**src/hw/rtl/fncu_pkg.sv**
```systemverilog
`timescale 1ns / 1ps
// shared types and constants for the face normal and culling unit
package fncu_pkg;

    localparam int COORD_W     = 16;
    localparam int SLOT_W      = 8;
    localparam int NORM_W      = 34;
    localparam int KEY_W       = 36;

    localparam int VTX_DEPTH   = 256;
    localparam int VTX_AW      = $clog2(VTX_DEPTH);

    // power of two, pointers wrap naturally
    localparam int QUEUE_DEPTH = 4;
    localparam int QUEUE_AW    = $clog2(QUEUE_DEPTH);
    localparam int QUEUE_CW    = $clog2(QUEUE_DEPTH + 1);

    localparam int CFG_IDX_W   = 2;
    localparam int CFG_DATA_W  = 16;

    localparam logic CMD_VERTEX = 1'b0;
    localparam logic CMD_FACE   = 1'b1;

    localparam logic [CFG_IDX_W-1:0] CFG_OBS_X     = 2'd0;
    localparam logic [CFG_IDX_W-1:0] CFG_OBS_Y     = 2'd1;
    localparam logic [CFG_IDX_W-1:0] CFG_OBS_Z     = 2'd2;
    localparam logic [CFG_IDX_W-1:0] CFG_SHOW_BACK = 2'd3;

    typedef struct packed {
        logic signed [COORD_W-1:0] z;
        logic signed [COORD_W-1:0] y;
        logic signed [COORD_W-1:0] x;
    } t_vertex;

    typedef struct packed {
        t_vertex a;
        t_vertex b;
        t_vertex c;
        t_vertex d;
        logic    is_quad;
    } t_face;

    typedef struct packed {
        logic signed [COORD_W-1:0] obs_x;
        logic signed [COORD_W-1:0] obs_y;
        logic signed [COORD_W-1:0] obs_z;
        logic                      show_back;
    } t_cfg;

    typedef struct packed {
        logic signed [NORM_W-1:0] z;
        logic signed [NORM_W-1:0] y;
        logic signed [NORM_W-1:0] x;
    } t_normal;

endpackage

```
**src/hw/rtl/fncu_queue.sv**
```systemverilog
`timescale 1ns / 1ps
// short face queue between front end and arithmetic back end
module fncu_queue import fncu_pkg::*; (
    input  logic                i_clk,
    input  logic                i_rst_n,
    input  logic                i_push,
    input  t_face               i_face,
    input  logic                i_pop,
    output t_face               o_face,
    output logic                o_empty,
    output logic [QUEUE_CW-1:0] o_count
);

    t_face               r_mem [QUEUE_DEPTH];
    logic [QUEUE_AW-1:0] r_wptr;
    logic [QUEUE_AW-1:0] r_rptr;
    logic [QUEUE_CW-1:0] r_count;

    always_ff @(posedge i_clk) begin
        if (i_push) begin
            r_mem[r_wptr] <= i_face;
        end
    end

    always_ff @(posedge i_clk) begin
        if (!i_rst_n) begin
            r_wptr  <= '0;
            r_rptr  <= '0;
            r_count <= '0;
        end else begin
            if (i_push) begin
                r_wptr <= r_wptr + QUEUE_AW'(1);
            end
            if (i_pop) begin
                r_rptr <= r_rptr + QUEUE_AW'(1);
            end
            unique case ({i_push, i_pop})
                2'b10:   r_count <= r_count + QUEUE_CW'(1);
                2'b01:   r_count <= r_count - QUEUE_CW'(1);
                default: r_count <= r_count;
            endcase
        end
    end

    assign o_face  = r_mem[r_rptr];
    assign o_empty = (r_count == '0);
    assign o_count = r_count;

    a_no_overflow: assert property (@(posedge i_clk) disable iff (!i_rst_n)
        r_count <= QUEUE_CW'(QUEUE_DEPTH))
        else $error("queue count above depth");

    a_push_counts: assert property (@(posedge i_clk) disable iff (!i_rst_n)
        (i_push && !i_pop) |=> (r_count == $past(r_count) + QUEUE_CW'(1)))
        else $error("queue lost a push");

endmodule

```
**config.mk**
```make
export PLATFORM = sky130hd
export DESIGN_NAME = fncu_queue
export DESIGN_NICKNAME = d
export VERILOG_FILES = /design/src/hw/rtl/fncu_pkg.sv /design/src/hw/rtl/fncu_queue.sv
export SDC_FILE = /design/constraint.sdc
export NUM_CORES = 1
export LEC_CHECK = 0
export ABC_AREA = 1
export BUFFER_PORTS_ARGS = -buffer_cell sky130_fd_sc_hd__buf_2
export CAP_MARGIN = 20
export CELL_PAD_IN_SITES_DETAIL_PLACEMENT = 0
export CELL_PAD_IN_SITES_GLOBAL_PLACEMENT = 1
export CORE_MARGIN = 2
export CORE_UTILIZATION = 40
export CTS_CLUSTER_SIZE = 28
export DETAILED_ROUTE_END_ITERATION = 10
export PLACE_DENSITY = 0.7
export SYNTH_ARGS = -nofsm -noshare
export SYNTH_HDL_FRONTEND = slang
export SYNTH_SLANG_ARGS = --single-unit
```
**constraint.sdc**
```tcl
create_clock -name i_clk -period 6.85 [get_ports i_clk]
set_clock_uncertainty 0.1 [all_clocks]
set_input_delay 0.685 -clock i_clk [delete_from_list [all_inputs] [get_ports i_clk]]
set_output_delay 0.685 -clock i_clk [all_outputs]
set_load 0.05 [all_outputs]
```
### Yosys cells after proc, flatten, opt, wreduce, memory -nomap -nowiden

Memory sizes are Yosys's and may differ from the RTL's. A register that Yosys moved wholly into a read port is not among the register bits.
Cells that the tools add are included.

| operators by class | value |
|---|---|
| reductions and logical operators | 2 |
| mux-type cells | 5 |
| equality and inequality tests | 2 |
| add/sub/neg operators | 4 |

Operators by type and width:

| cell | count |
|---|---|
| 3-bit one-hot mux with 2 select lines | 1 |
| 2-bit by 1-bit adder with 2-bit output, second input constant | 2 |
| 2-bit two-way mux | 2 |
| 3-bit by 1-bit adder with 3-bit output, second input constant | 1 |
| 3-bit zero test | 1 |
| 3-bit by 1-bit subtractor with 3-bit output, second input constant | 1 |
| 2-bit by 1-bit == test with 1-bit output, second input constant | 1 |
| 2-bit == test, second input constant | 1 |
| 1-bit two-way mux | 2 |
| 2-bit nonzero test | 1 |

| storage, ports and cells | value |
|---|---|
| bits in registers | 7 |
| memories | 1 |
| bits of input ports | 197 |
| RAM bits | 772 |

Memories:

| memory | depth | bits a word | rd ports | clocked after memory_dff | write ports | RTL line | RTL |
|---|---|---|---|---|---|---|---|
| r_mem | 4 | 193 | 1 | 1 | 1 | fncu_queue.sv:14 | `t_face r_mem [QUEUE_DEPTH];` |

### Depth between registers and ports, before layout

| depth | value |
|---|---|
| depth in word-level cells | 3 |
| gate-level depth with buffers | 10 |
| mapped depth without buffers | 10 |

### Least setup slack after synthesis

Ideal clock, no wire load.

| timing | value |
|---|---|
| kind | input -> register |
| start point | input i_push |
| end point | memory r_mem[2][0] (netlist bit), enable pin |
| setup slack | 1,781 ps |
| buffers on the path | 0 |
| data required time | 6,205 ps |
| stages on the path | 2 |
| data arrival time | 4,425 ps |
| library setup time | 545 ps |
| path through | nand2_1 > inv_1 |

| between the ends | value |
|---|---|
| cells in the longest elaborated chain, start to end | 2 |

Ends and longest elaborated chain:

| element | RTL line | RTL |
|---|---|---|
| start: declaration | fncu_queue.sv:6 | `input logic i_push,` |
| 1-bit two-way mux | fncu_queue.sv:20 | `if (i_push) begin` |
| 1-bit two-way mux (not written as such) | fncu_queue.sv:21 | `r_mem[r_wptr] <= i_face;` |
| end: declaration | fncu_queue.sv:14 |  |

Every way passes these cells.

==> results.yml <==
sta:
  hold_violations: 0
  fmax_ghz: 0.223
  fin_setup_tns_ns: 0
  tightest_slew_ns: 1.41
  rsz0062_at_grt: "false"
  drv_slew: 0
  min_period_ns: 4.49
  post-route-period-util: 0.656
  setup_viol: 0
  max_slew_margin: 0.0586
clock_tree:
  cts-root-buf: "clkbuf_16"
  clockBufferDepth: 3
  clkSinkCount: 781
  numCtsBuffers: 81
  ctsHoldBuffers: 0
  cts_resized: 0
  h-tree-depth: 3
  cts_setup_buffers: 0
  clk_pin_slew_ns: 0.06
  cts_tree: "built"
  clkLatencyLatePin_ns: 0.61
cells_and_area:
  final_layout_size_suffix_gt1_frac: 0.225
  areaGrowthSynthToFinish_pct: 18.0
  nets: 2487
  final_cells: 3304
detailed_routing:
  drc: 0
  drt_iter0_drc: 1450
  top_layer_used: "met5"
  wl_met3_mm: 4.32
  wl_met2_mm: 35.1
  wirelength_mm: 69.6
  wl_met1_mm: 28.6
  drtAntennaViolNets: 0
  vias_per_cell: 5.28
  first_pass_iters: 5
  dr_total_vias: 17444
  wl_per_cell_um: 21.1
synthesis:
  syn_inst: 1922
  ys_ff_latch: 781
  synth_fp_nets: 2125
  yosysUniqueCellTypes: 21
  synth.top_cell.area_share: 0.798
  yosys-top-cells-area: "edfxtp_1, o21ai_0, nor2_1"
  ys_warn_count: 0
  synth_area_mm2: 0.0290
  ys_seq_area_frac: 0.805
  yosysTopAreaCell: "edfxtp_1"
  syn_avg_cell_area_um2: 15.1
pwr:
  p_total_w: 0.0113
  p_sw_w: 0.00300
  power_density_mw_per_mm2: 331
  p_leak_nw: 11.8
  clkPwrFrac: 0.387
  peakVddDrop_mv: 0.217
  seq_power_share: 0.488
  swShare: 0.265
  p_int_w: 0.00834
  power_frac_comb: 0.126
run:
  max-cap-violations: 0
global_route:
  grt_pass1_wl_mm: 103
  grt_pass1_vias: 17140
  grt_max_degree: 232
  grt_usage: 0.181
  antenna_found_initial: 10
  grt_overflow_total: 0
min_path:
  hold_depth: 1
  hold_class: "in -> reg"
  whs_endpoint: "r_mem[0][5]"
  hold_start: "i_face[5]"
critical_path:
  end_kind: "primary output"
  slowest_stage: "dfxtp_4"
  r2r_setup_slack_ns: 4.13
  critPathMaxStageDelay_ns: 0.82
  timing.rr.start: "r_wptr[1]"
  critPathLaunchType: "flip-flop"
  rr_endpoint: "r_mem[1][61]"
  cp.arrival_ns: 3.71
  crit_buf_inv: 3
  critPathKind: "reg -> out"
  crit_path_cell_trace: "buf_4 > buf_4 > o21ai_0 > o22ai_1 > buf_2"
  required_ns: 6.06
  critPathMaxFanout: 76
  rr_worst_depth: 5
  critPathMostFrequentCell: "buf_4"
  cp_top_family: "buffers and inverters"
floorplan:
  die_w_um: 273
  ios: 394
  start_util: 0.405
  num_rows: 98
  die_area_mm2: 0.0748
  core_mm2: 0.0717
  die_y_um: 273
placement:
  io_buffers: 393
  place_congestion: 0.801
  dp_cells: 3151
  dp_hpwl_mm: 38.2
run_status:
  status: "finished, final reports clean"
-- placed cells by master (no fill, tap or decap), types with 8 or more instances in the layout --
cell type,n
nor2_1,389
o21ai_0,358
clkinv_2,11
o21ai_1,34
o22ai_1,193
bufinv_16,9
clkinv_1,17
clkbuf_16,83
inv_1,11
buf_4,8
edfxtp_1,772
clkbuf_1,17
nand2_1,9
buf_2,393
-- layout make-up --
cell class                      instances  area (um2)
Antenna cell                            3        7.51
Clock buffer                          100        2140
Clock inverter                         50         532
Fill cell                            6178       37500
Inverter                               17         111
Multi-Input combinational cell        997        4790
Sequential cell                       781       23400
Tap cell                              950        1190
Timing Repair Buffer                  406        2130
-- worst max-delay path by stage --
| stage | endpoint | from | slack [ns] | cells past startpoint |
|---|---|---|---|---|
| 2_1_floorplan | r_mem[2][0] | i_push | 1.78 | 2 |
| 3_3_place_gp | o_face[63] | flip-flop | 3.08 | 5 |
| 3_5_place_dp | o_face[89] | flip-flop | 3.01 | 5 |
| 4_1_cts | o_face[99] | flip-flop | 2.31 | 5 |
| 5_1_grt | o_face[99] | flip-flop | 2.03 | 5 |
| 6_report | o_face[99] | flip-flop | 2.36 | 5 |
-- kinds of logic after synthesis --
logic type,synth area share
flops,0.805
compound gates,0.110
simple gates,0.0520
buf+inv,0.0306
fa+ha+maj,0.00284
-- sequential cells by signal, indices dropped and copies added, names as in the netlist, named ones only --
register	count
o_count	3
r_mem	772
r_rptr	2
r_wptr	2
-- synth_stat cells, drive strengths merged --
cell type / n
fa: 1
nand3: 1
clkbuf: 66
buf: 61
dfxtp: 9
o21ai: 392
o22ai: 193
nor2: 389
inv: 17
nand4: 1
nor3: 1
edfxtp: 772
ha: 5
a21oi: 5
nand2: 9
-- stage by stage --
step	worst slack (ns)	instance area (um2)	hold slack, ns	utilization
floorplan	1.78	29000	0.312	-
global placement	3.08	31600	0.314	0.440
CTS	2.31	34300	0.122	0.478
detailed placement	3.01	31600	0.329	0.440
finish	2.36	34300	0.175	0.478
global route	2.03	34300	0.142	0.478
-- power groups by stage --
| stage | clock (W) | sequential (W) | combinational [W] |
|---|---|---|---|
| after floorplan | 0 | 0.00564 | 0.00101 |
| after global placement | 0 | 0.00562 | 0.00142 |
| after detailed placement | 0 | 0.00563 | 0.00144 |
| after CTS | 0.00448 | 0.00553 | 0.00144 |
| after global routing | 0.00466 | 0.00554 | 0.00152 |
| final | 0.00438 | 0.00553 | 0.00142 |
-- per-layer routing --
metal  track usage  vias up
met4        0.0571       14
met3        0.0411      107
met1         0.231     8846
met5             0        -
met2         0.306      456
li1              -     8021
No activity file was read; power rests on OpenSTA's default activity.
